## config.mk

```make
export PLATFORM = sky130hd
export DESIGN_NAME = telemetry_record_bit_decoder
export DESIGN_NICKNAME = d
export VERILOG_FILES = /design/src/rtl/trbd_pkg.sv /design/src/rtl/trbd_fifo.sv /design/src/rtl/trbd_unpack.sv /design/src/rtl/telemetry_record_bit_decoder.sv
export SDC_FILE = /design/constraint.sdc
export NUM_CORES = 1
export LEC_CHECK = 0
export ABC_AREA = 1
export BUFFER_PORTS_ARGS = -buffer_cell sky130_fd_sc_hd__buf_2
export CAP_MARGIN = 20
export CORE_ASPECT_RATIO = 0.6
export CORE_UTILIZATION = 25
export CTS_BUF_LIST = sky130_fd_sc_hd__clkbuf_8
export DETAILED_ROUTE_END_ITERATION = 8
export MAX_ROUTING_LAYER = met4
export PLACE_DENSITY = 0.35
export SYNTH_ARGS = -nofsm -noshare
export SYNTH_HDL_FRONTEND = slang
export SYNTH_SLANG_ARGS = --single-unit
```

## constraint.sdc

```tcl
create_clock -name clk -period 14.2 [get_ports clk]
set_input_delay 2.13 -clock clk [delete_from_list [all_inputs] [get_ports clk]]
set_output_delay 2.13 -clock clk [all_outputs]
set_load 0.05 [all_outputs]
```

## src/rtl/trbd_pkg.sv

```systemverilog
// trbd_pkg: shared types and codes of the telemetry record bit decoder
// result entry layout, result kinds, value kinds, timestamp prefix codes
// no dependencies
`default_nettype none

package trbd_pkg;

  // default sizes handed to the top level
  localparam int unsigned ID_OFFSET_BITS_DEF = 12;
  localparam int unsigned IN_DEPTH_DEF       = 2;
  localparam int unsigned OUT_DEPTH_DEF      = 4;

  // wide timestamp delta that marks the end of the stream
  localparam logic [9:0] END_CODE = 10'd1023;

  // result kinds
  localparam logic [1:0] KIND_RECORD = 2'd0;
  localparam logic [1:0] KIND_CHAR   = 2'd1;
  localparam logic [1:0] KIND_END    = 2'd2;

  // value kinds
  localparam logic [1:0] VK_ZERO   = 2'd0;
  localparam logic [1:0] VK_ONE    = 2'd1;
  localparam logic [1:0] VK_STRING = 2'd2;

  // timestamp prefix codes
  localparam logic [1:0] PFX_SAME  = 2'b00;
  localparam logic [1:0] PFX_INC   = 2'b01;
  localparam logic [1:0] PFX_SMALL = 2'b10;
  localparam logic [1:0] PFX_WIDE  = 2'b11;

  // one result entry as it travels through the result queue
  typedef struct packed {
    logic [1:0]  kind;
    logic [31:0] timestamp;
    logic [31:0] ident;
    logic [1:0]  value_kind;
    logic [7:0]  text_length;
    logic [7:0]  text_byte;
    logic        last;
  } res_t;

endpackage

`default_nettype wire

```

## src/rtl/trbd_fifo.sv

```systemverilog
// trbd_fifo: small register queue used for the byte front and the result back
// plain bit-vector payload; no package dependency
`default_nettype none

module trbd_fifo #(
  parameter int unsigned WIDTH = 8,
  parameter int unsigned DEPTH = 2
) (
  input  wire logic             clk,
  input  wire logic             rst_n,
  input  wire logic             wr_en,
  input  wire logic [WIDTH-1:0] wr_data,
  output logic                  full,
  input  wire logic             rd_en,
  output logic      [WIDTH-1:0] rd_data,
  output logic                  empty
);

  localparam int unsigned AW = (DEPTH > 1) ? $clog2(DEPTH) : 1;
  localparam int unsigned CW = $clog2(DEPTH + 1);
  localparam logic [AW-1:0] LAST_PTR = AW'(DEPTH - 1);
  localparam logic [CW-1:0] FULL_CNT = CW'(DEPTH);

  logic [WIDTH-1:0] mem_r [DEPTH];
  logic [AW-1:0]    wr_ptr_r, wr_ptr_nxt;
  logic [AW-1:0]    rd_ptr_r, rd_ptr_nxt;
  logic [CW-1:0]    count_r, count_nxt;
  logic             do_wr, do_rd;

  assign full    = (count_r == FULL_CNT);
  assign empty   = (count_r == '0);
  assign do_wr   = wr_en && !full;
  assign do_rd   = rd_en && !empty;
  assign rd_data = mem_r[rd_ptr_r];

  // pointer and occupancy update
  always_comb begin
    wr_ptr_nxt = wr_ptr_r;
    rd_ptr_nxt = rd_ptr_r;
    count_nxt  = count_r;
    if (do_wr) begin
      wr_ptr_nxt = (wr_ptr_r == LAST_PTR) ? '0 : wr_ptr_r + AW'(1);
    end
    if (do_rd) begin
      rd_ptr_nxt = (rd_ptr_r == LAST_PTR) ? '0 : rd_ptr_r + AW'(1);
    end
    if (do_wr && !do_rd) begin
      count_nxt = count_r + CW'(1);
    end else if (!do_wr && do_rd) begin
      count_nxt = count_r - CW'(1);
    end
  end

  always_ff @(posedge clk) begin
    if (!rst_n) begin
      wr_ptr_r <= '0;
      rd_ptr_r <= '0;
      count_r  <= '0;
    end else begin
      wr_ptr_r <= wr_ptr_nxt;
      rd_ptr_r <= rd_ptr_nxt;
      count_r  <= count_nxt;
    end
  end

  // payload storage
  always_ff @(posedge clk) begin
    if (do_wr) begin
      mem_r[wr_ptr_r] <= wr_data;
    end
  end

endmodule

`default_nettype wire

```

## src/rtl/trbd_unpack.sv

```systemverilog
// trbd_unpack: bit window, refilled as it empties, field assembly and record decode
// depends on trbd_pkg (result entry and codes)
`default_nettype none

module trbd_unpack #(
  parameter int unsigned ID_OFFSET_BITS = trbd_pkg::ID_OFFSET_BITS_DEF
) (
  input  wire logic          clk,
  input  wire logic          rst_n,
  input  wire logic [31:0]   base_ident,
  input  wire logic          byte_valid,
  input  wire logic [7:0]    byte_data,
  output logic               byte_pop,
  input  wire logic          res_full,
  output logic               res_push,
  output trbd_pkg::res_t     res_data
);

  import trbd_pkg::*;

  // field being assembled
  typedef enum logic [8:0] {
    PH_FIRST_TS = 9'b000000001,
    PH_ID_OFF   = 9'b000000010,
    PH_TAG      = 9'b000000100,
    PH_STR_LEN  = 9'b000001000,
    PH_STR_CHAR = 9'b000010000,
    PH_PREFIX   = 9'b000100000,
    PH_SMALL10  = 9'b001000000,
    PH_SMALL3   = 9'b010000000,
    PH_ID_FLAG  = 9'b100000000
  } phase_t;

  function automatic logic [5:0] field_need(input phase_t ph);
    logic [5:0] n;
    unique case (ph)
      PH_FIRST_TS: n = 6'd32;
      PH_ID_OFF:   n = 6'(ID_OFFSET_BITS);
      PH_TAG:      n = 6'd2;
      PH_STR_LEN:  n = 6'd8;
      PH_STR_CHAR: n = 6'd8;
      PH_PREFIX:   n = 6'd2;
      PH_SMALL10:  n = 6'd10;
      PH_SMALL3:   n = 6'd3;
      default:     n = 6'd1;
    endcase
    return n;
  endfunction

  phase_t      phase_r, phase_nxt;
  logic [31:0] acc_r, acc_nxt;
  logic [4:0]  cnt_r, cnt_nxt;
  logic [31:0] ts_r, ts_nxt;
  logic [31:0] ident_r, ident_nxt;
  logic [7:0]  chars_r, chars_nxt;
  logic        done_r, done_nxt;
  logic [7:0]  win_bits_r, win_bits_nxt;
  logic [3:0]  win_cnt_r, win_cnt_nxt;
  res_t        pend_r, pend_nxt;
  logic        pend_valid_r, pend_valid_nxt;
  logic        pend_last_r, pend_last_nxt;

  logic        go, fin, new_res, end_seen, byte_end;
  logic [5:0]  need, rem, avail, take;
  logic [8:0]  mask9;
  logic [31:0] ins, v;
  logic [3:0]  win_left, win_after;
  logic [7:0]  chars_m1;
  logic [31:0] ts_addend;
  logic        ts_upd;
  res_t        new_entry;

  // bit extraction from the window into the field accumulator
  always_comb begin
    go       = (win_cnt_r != 4'd0) && !(pend_valid_r && res_full) && !done_r;
    need     = field_need(phase_r);
    rem      = need - {1'b0, cnt_r};
    avail    = {2'b00, win_cnt_r};
    take     = (avail < rem) ? avail : rem;
    mask9    = (9'd1 << take[3:0]) - 9'd1;
    ins      = {24'd0, win_bits_r & mask9[7:0]} << cnt_r;
    v        = acc_r | ins;
    fin      = go && (take == rem);
    win_left = win_cnt_r - take[3:0];
    chars_m1 = chars_r - 8'd1;
  end

  // field completion: record decode
  always_comb begin
    phase_nxt = phase_r;
    ident_nxt = ident_r;
    chars_nxt = chars_r;
    done_nxt  = done_r;
    ts_upd    = 1'b0;
    ts_addend = 32'd0;
    ts_nxt    = ts_r;
    new_res   = 1'b0;
    end_seen  = 1'b0;
    new_entry = '{kind: KIND_RECORD, timestamp: ts_r, ident: ident_r,
                  value_kind: VK_ZERO, text_length: 8'd0, text_byte: 8'd0,
                  last: 1'b0};
    if (fin) begin
      unique case (phase_r)
        PH_FIRST_TS: begin
          ts_nxt    = v;
          phase_nxt = PH_ID_OFF;
        end
        PH_ID_OFF: begin
          ident_nxt = base_ident + v;
          phase_nxt = PH_TAG;
        end
        PH_TAG: begin
          if (!v[1]) begin
            new_res              = 1'b1;
            new_entry.value_kind = v[1:0];
            phase_nxt            = PH_PREFIX;
          end else begin
            phase_nxt = PH_STR_LEN;
          end
        end
        PH_STR_LEN: begin
          chars_nxt             = v[7:0];
          new_res               = 1'b1;
          new_entry.value_kind  = VK_STRING;
          new_entry.text_length = v[7:0];
          phase_nxt             = (v[7:0] == 8'd0) ? PH_PREFIX : PH_STR_CHAR;
        end
        PH_STR_CHAR: begin
          chars_nxt             = chars_m1;
          new_res               = 1'b1;
          new_entry.kind        = KIND_CHAR;
          new_entry.value_kind  = VK_STRING;
          new_entry.text_length = chars_m1;
          new_entry.text_byte   = v[7:0];
          if (chars_m1 == 8'd0) begin
            phase_nxt = PH_PREFIX;
          end
        end
        PH_PREFIX: begin
          unique case (v[1:0])
            PFX_INC: begin
              ts_upd    = 1'b1;
              ts_addend = 32'd1;
              phase_nxt = PH_ID_FLAG;
            end
            PFX_SMALL: phase_nxt = PH_SMALL3;
            PFX_WIDE:  phase_nxt = PH_SMALL10;
            default:   phase_nxt = PH_ID_FLAG;
          endcase
        end
        PH_SMALL10: begin
          if (v[9:0] == END_CODE) begin
            done_nxt       = 1'b1;
            end_seen       = 1'b1;
            new_res        = 1'b1;
            new_entry.kind = KIND_END;
          end else begin
            ts_upd    = 1'b1;
            ts_addend = {22'd0, v[9:0]};
            phase_nxt = PH_ID_FLAG;
          end
        end
        PH_SMALL3: begin
          ts_upd    = 1'b1;
          ts_addend = {29'd0, v[2:0]} + 32'd2;
          phase_nxt = PH_ID_FLAG;
        end
        default: begin
          if (!v[0]) begin
            ident_nxt = ident_r + 32'd1;
            phase_nxt = PH_TAG;
          end else begin
            phase_nxt = PH_ID_OFF;
          end
        end
      endcase
    end
    if (ts_upd) begin
      ts_nxt = ts_r + ts_addend;
    end
  end

  // accumulator and window refill
  always_comb begin
    acc_nxt      = acc_r;
    cnt_nxt      = cnt_r;
    win_bits_nxt = win_bits_r;
    win_cnt_nxt  = win_cnt_r;
    byte_pop     = 1'b0;
    byte_end     = go && ((win_left == 4'd0) || end_seen);
    if (go) begin
      win_bits_nxt = win_bits_r >> take[3:0];
      win_cnt_nxt  = win_left;
      if (fin) begin
        acc_nxt = 32'd0;
        cnt_nxt = 5'd0;
      end else begin
        acc_nxt = v;
        cnt_nxt = cnt_r + take[4:0];
      end
    end
    win_after = win_cnt_nxt;
    if (done_r) begin
      // after the end marker every byte is dropped
      win_cnt_nxt = 4'd0;
      byte_pop    = byte_valid;
    end else if (win_after == 4'd0 && byte_valid) begin
      win_bits_nxt = byte_data;
      win_cnt_nxt  = 4'd8;
      byte_pop     = 1'b1;
    end
  end

  // one-entry hold so the final result of a byte can be flagged
  always_comb begin
    pend_nxt       = pend_r;
    pend_valid_nxt = pend_valid_r;
    pend_last_nxt  = pend_last_r;
    res_push       = 1'b0;
    res_data       = pend_r;
    res_data.last  = pend_last_r;
    if (go) begin
      if (new_res) begin
        res_push       = pend_valid_r;
        pend_nxt       = new_entry;
        pend_valid_nxt = 1'b1;
        pend_last_nxt  = byte_end;
      end else if (pend_valid_r && (pend_last_r || byte_end)) begin
        res_push       = 1'b1;
        res_data.last  = 1'b1;
        pend_valid_nxt = 1'b0;
      end
    end else if (pend_valid_r && pend_last_r && !res_full) begin
      res_push       = 1'b1;
      pend_valid_nxt = 1'b0;
    end
  end

  always_ff @(posedge clk) begin
    if (!rst_n) begin
      phase_r      <= PH_FIRST_TS;
      acc_r        <= '0;
      cnt_r        <= '0;
      ts_r         <= '0;
      ident_r      <= '0;
      chars_r      <= '0;
      done_r       <= 1'b0;
      win_cnt_r    <= '0;
      pend_valid_r <= 1'b0;
      pend_last_r  <= 1'b0;
    end else begin
      phase_r      <= phase_nxt;
      acc_r        <= acc_nxt;
      cnt_r        <= cnt_nxt;
      ts_r         <= ts_nxt;
      ident_r      <= ident_nxt;
      chars_r      <= chars_nxt;
      done_r       <= done_nxt;
      win_cnt_r    <= win_cnt_nxt;
      pend_valid_r <= pend_valid_nxt;
      pend_last_r  <= pend_last_nxt;
    end
  end

  // payload registers
  always_ff @(posedge clk) begin
    win_bits_r <= win_bits_nxt;
    pend_r     <= pend_nxt;
  end

endmodule

`default_nettype wire

```

## src/rtl/telemetry_record_bit_decoder.sv

```systemverilog
// Telemetry record bit decoder. Data-section bytes go in through a queue-style
// port (push/full) and are unpacked least significant bit first into records
// and string characters, which come out through a queue-style port
// (empty/pop), one result per transfer, with last set on the final result a
// byte causes. A byte queue feeds the unpacker, which works through one run of
// bits per cycle, a run ending where a field completes or where the byte runs
// out. A byte thus takes one run per field it completes, plus one when bits
// toward the next field are left over; bytes inside a long field (the first
// timestamp, a string character) stream at one byte per cycle. The unpacker
// also waits while its held result cannot enter a full result queue. Results
// leave the result queue one per cycle when popped. A result passes from its
// byte through the byte queue, the bit window, a one-entry hold and the result
// queue, and it waits longer when the byte still has runs to work through or
// earlier bytes are still being unpacked. base_ident is written through
// cfg_wr_en/cfg_wr_data; the user must write it only while the block is idle,
// which the block itself does not enforce. After the end marker all bytes are
// taken and dropped until reset.
// depends on trbd_pkg, trbd_fifo, trbd_unpack
`default_nettype none

module telemetry_record_bit_decoder #(
  parameter int unsigned ID_OFFSET_BITS = trbd_pkg::ID_OFFSET_BITS_DEF,
  parameter int unsigned IN_DEPTH       = trbd_pkg::IN_DEPTH_DEF,
  parameter int unsigned OUT_DEPTH      = trbd_pkg::OUT_DEPTH_DEF
) (
  input  wire logic               clk,
  input  wire logic               rst_n,
  // byte input
  input  wire logic               push,
  input  wire logic [7:0]         in_data_byte,
  output logic                    full,
  // result output
  output logic                    empty,
  input  wire logic               pop,
  output logic [1:0]              out_kind,
  output logic signed [31:0]      out_timestamp,
  output logic [31:0]             out_ident,
  output logic [1:0]              out_value_kind,
  output logic [7:0]              out_text_length,
  output logic [7:0]              out_text_byte,
  output logic                    out_last,
  // configuration
  input  wire logic               cfg_wr_en,
  input  wire logic [31:0]        cfg_wr_data
);

  import trbd_pkg::*;

  logic [31:0] base_ident_r;
  logic        byte_empty, byte_pop;
  logic [7:0]  byte_data;
  logic        res_full, res_push;
  res_t        res_wr, res_rd;

  // base id register
  always_ff @(posedge clk) begin
    if (!rst_n) begin
      base_ident_r <= '0;
    end else if (cfg_wr_en) begin
      base_ident_r <= cfg_wr_data;
    end
  end

  // front: byte queue
  trbd_fifo #(
    .WIDTH (8),
    .DEPTH (IN_DEPTH)
  ) u_in_q (
    .clk     (clk),
    .rst_n   (rst_n),
    .wr_en   (push),
    .wr_data (in_data_byte),
    .full    (full),
    .rd_en   (byte_pop),
    .rd_data (byte_data),
    .empty   (byte_empty)
  );

  // back: unpacking and record decode
  trbd_unpack #(
    .ID_OFFSET_BITS (ID_OFFSET_BITS)
  ) u_unpack (
    .clk        (clk),
    .rst_n      (rst_n),
    .base_ident (base_ident_r),
    .byte_valid (!byte_empty),
    .byte_data  (byte_data),
    .byte_pop   (byte_pop),
    .res_full   (res_full),
    .res_push   (res_push),
    .res_data   (res_wr)
  );

  // result queue
  trbd_fifo #(
    .WIDTH ($bits(res_t)),
    .DEPTH (OUT_DEPTH)
  ) u_out_q (
    .clk     (clk),
    .rst_n   (rst_n),
    .wr_en   (res_push),
    .wr_data (res_wr),
    .full    (res_full),
    .rd_en   (pop),
    .rd_data (res_rd),
    .empty   (empty)
  );

  // result fields
  assign out_kind        = res_rd.kind;
  assign out_timestamp   = res_rd.timestamp;
  assign out_ident       = res_rd.ident;
  assign out_value_kind  = res_rd.value_kind;
  assign out_text_length = res_rd.text_length;
  assign out_text_byte   = res_rd.text_byte;
  assign out_last        = res_rd.last;

endmodule

`default_nettype wire

```

==> run summary <==
final setup vio count: 0
hold worst-path end: u_in_q.rd_ptr_r$_SDFFE_PN0P_
clk_lat worst skew: 0.81 ns
Initial Util: 25.4%
cts bufs inserted: 100
sequential area share after synthesis: 59.7%
worst r2r src: u_unpack.phase_r[0]$_SDFFE_PN1P_
# DRC: 0
Synth top area share: 47.0%
pin count of the biggest net entering global routing: 73
global-route wire length before repair: 141,000 um
Fin. Hold Viols: 0
clock tree root driver cell: clkbuf_8
CTS tree: yes
initial antenna violation count: 4
mean post-synth cell area: 9.98 um^2
Via-to-Cell Ratio: 4.71
critical path class: register to register
Worst setup SP type: register
f_max: 92.4 MHz
I/O Buffers: 131
Rows: 94
average wire per standard cell: 20.8 um
Place WS: 3.54 ns
Primary FF master, synth: edfxtp_1
number of flops mapped to enable cells by yosys: 440
Synth Cell Area: 28,100 um^2
R2R cell count: 69
worst hold slack: 0.457 ns
Max Cap Viol: 0
GPL Wtd Cong: 0.873
share of layout cells above drive strength 1: 12.9%
CTS-repair resized insts: 0
buffer count from post-CTS setup fixing: 0
HP Class: register to register
crit end category: register
Synth top cells by count: 440 x edfxtp_1, 377 x nor2_1, 350 x o21ai_0, 335 x nand2_1, 226 x inv_1
Syn. warnings: 0
FF+latch count, synth: 619
Hold Crit Start: u_in_q.rd_ptr_r$_SDFFE_PN0P_
# nets final: 3,079
syn_nets: 2,934
leading cell type by number of instances after synthesis: edfxtp_1
final WL: 94,700 um
Yosys cell types: 61
async set-reset flop share out of synthesis: 0%
DRT iter0 DRCs: 1,807
max-slew violations: 0
vias post-DR: 21,400
status: complete, no violations
vias in the first global route: 20,900
Crit path top cell by count: nand2_1
total grt overflow: 0
area of the multi-input gates: 9920 um^2
Hold-fix buffers, CTS: 0
FF-to-FF setup slack: 3.38 ns
period utilisation layout: 76.2%
min setup slack post-route: 3.38 ns
core area: 111,000 um^2
Worst Max-Slew Pin Slew: 1.16 ns
Synth Instances: 2,818
die width: 435 um
fillers: 11,600
top cells by area, synth: edfxtp_1 47%, dfxtp_1 13%, o21ai_0 6.2%
WHS Path Cells: 1
DIE HEIGHT: 262 um
Sequential Area: 16,800 um^2
clock sink count: 619
cell accounting for the most synthesized area: edfxtp_1
Rel. slew slack: 22.1%
area grow syn2layout: 15.1%
htree depth: 3
slowest stage delay, CP: 0.69 ns
die area: 114,000 um^2
drt pass-1 iters: 5
CP Data Required Time: 14.83 ns
reg2reg end: u_unpack.ts_r[30]$_SDFFE_PN0P_
peak supply drop: 92.9 uV
Clock Tree Buf Depth: 3
Pwr Density: 215 nW/um^2
Critical path buffers and inverters: 10
Final min period: 10.82 ns
CP arrival: 11.46 ns
unrepaired setup endpoints after global routing: false
skew final: 0.0584 ns
Post-DRT Antenna Nets: 0
P_leak: 12.1 nW
# IOs: 132
Total Neg Setup Slack: 0 ns
Critical Path Fanout Max: 43
HPWL Detailed: 64,700 um
slowest cell on the critical path: nor3_1
Reg clk slew, reported paths: 0.07 ns
cell family with the largest share of critical-path delay: simple AND/OR/NAND/NOR gates
Total GRT Usage: 17.0%
==> kinds of logic after synthesis <==
| family | count (synthesis) | share of synthesized area (%) |
|---|---|---|
| compound gates | 713 | 14.1 |
| flops | 619 | 59.7 |
| xor+xnor | 53 | 1.72 |
| simple gates | 990 | 15.8 |
| buf+inv | 365 | 5.15 |
| fa+ha+maj | 71 | 3.29 |
| mux | 7 | 0.258 |
==> where the power goes <==
group	switching [W]	total (W)	internal (W)
Clock	0.000770	0.00153	0.000765
Combinational	0.00234	0.00306	0.000718
Sequential	0.000159	0.00237	0.00221
Total	0.00327	0.00696	0.00369
==> flip-flops by register name, indices dropped and copies added, names as in the netlist, 8 cells and up, named ones only <==
name,flops
u_out_q.mem_r,340
u_unpack.res_data,84
base_ident_r,32
u_unpack.acc_r,32
u_unpack.ident_r,32
u_unpack.ts_r,32
u_in_q.mem_r,16
u_unpack.phase_r,9
u_unpack.chars_r,8
u_unpack.win_bits_r,8
==> layout make-up <==
type | count | area share [%]
flip-flops and latches | 619 | 51.9
multi-input cells | 1834 | 30.6
well taps | 1488 | 5.75
clock buffers | 109 | 4.63
repair buffers | 170 | 2.99
inverters | 238 | 2.79
clock inverters | 79 | 1.32
diodes | 4 | 0.0309
==> layer usage <==
| metal | track usage, % | vias to the layer above | wire length, um |
|---|---|---|---|
| li1 | - | 10300 | - |
| met1 | 24.2 | 10500 | 48200 |
| met2 | 25.1 | 488 | 40500 |
| met3 | 3.11 | 135 | 4470 |
| met4 | 3.68 | 0 | 1490 |
| met5 | - | - | 0 |
==> metrics by stage <==
stage                     area [um^2]  total power (W)  cells  util (%)
after floorplan                 28100          0.00451   2818         -
after global placement          30400          0.00549   4348      27.5
after global routing            32400          0.00742   4540      29.3
after detailed placement        30400          0.00547   4348      27.5
after CTS                       32400          0.00704   4536      29.3
final                           32400          0.00696   4541      29.3
==> cells in the final DEF, fill, tap and decap left out, drive strengths merged, types with 3 or more instances in the layout <==
| cell type | count |
|---|---|
| nand2 | 368 |
| a211oi | 36 |
| nor2 | 394 |
| xor2 | 40 |
| nand3b | 3 |
| or2 | 4 |
| buf | 170 |
| ha | 66 |
| xnor2 | 13 |
| o21ai | 360 |
| o21a | 3 |
| fa | 5 |
| diode | 4 |
| o22ai | 92 |
| a21oi | 137 |
| o211ai | 8 |
| inv | 279 |
| clkinv | 34 |
| clkbuf | 109 |
| nand4 | 46 |
| a211o | 4 |
| a221oi | 7 |
| dfxtp | 179 |
| mux2i | 5 |
| nor3 | 29 |
| nor4 | 13 |
| a31oi | 50 |
| edfxtp | 440 |
| nand3 | 133 |
| bufinv | 3 |
==> how the worst max path moves through the flow <==
| stage | end | startpoint | depth (start not counted) | slack (ns) |
|---|---|---|---|---|
| after floorplan | u_out_q.mem_r[0][0]$_DFFE_PP_ | u_unpack.phase_r[2]$_SDFFE_PN0P_ | 44 | 4.58 |
| after global placement | u_unpack.ts_r[30]$_SDFFE_PN0P_ | u_unpack.phase_r[0]$_SDFFE_PN1P_ | 69 | 3.65 |
| after detailed placement | u_unpack.ts_r[30]$_SDFFE_PN0P_ | u_unpack.phase_r[0]$_SDFFE_PN1P_ | 69 | 3.54 |
| after CTS | u_unpack.ts_r[30]$_SDFFE_PN0P_ | u_unpack.phase_r[0]$_SDFFE_PN1P_ | 69 | 3.49 |
| after global routing | u_unpack.ts_r[30]$_SDFFE_PN0P_ | u_unpack.phase_r[0]$_SDFFE_PN1P_ | 68 | 2.18 |
| final | u_unpack.ts_r[30]$_SDFFE_PN0P_ | u_unpack.phase_r[0]$_SDFFE_PN1P_ | 69 | 3.38 |
No activity file was read; power rests on OpenSTA's default activity.
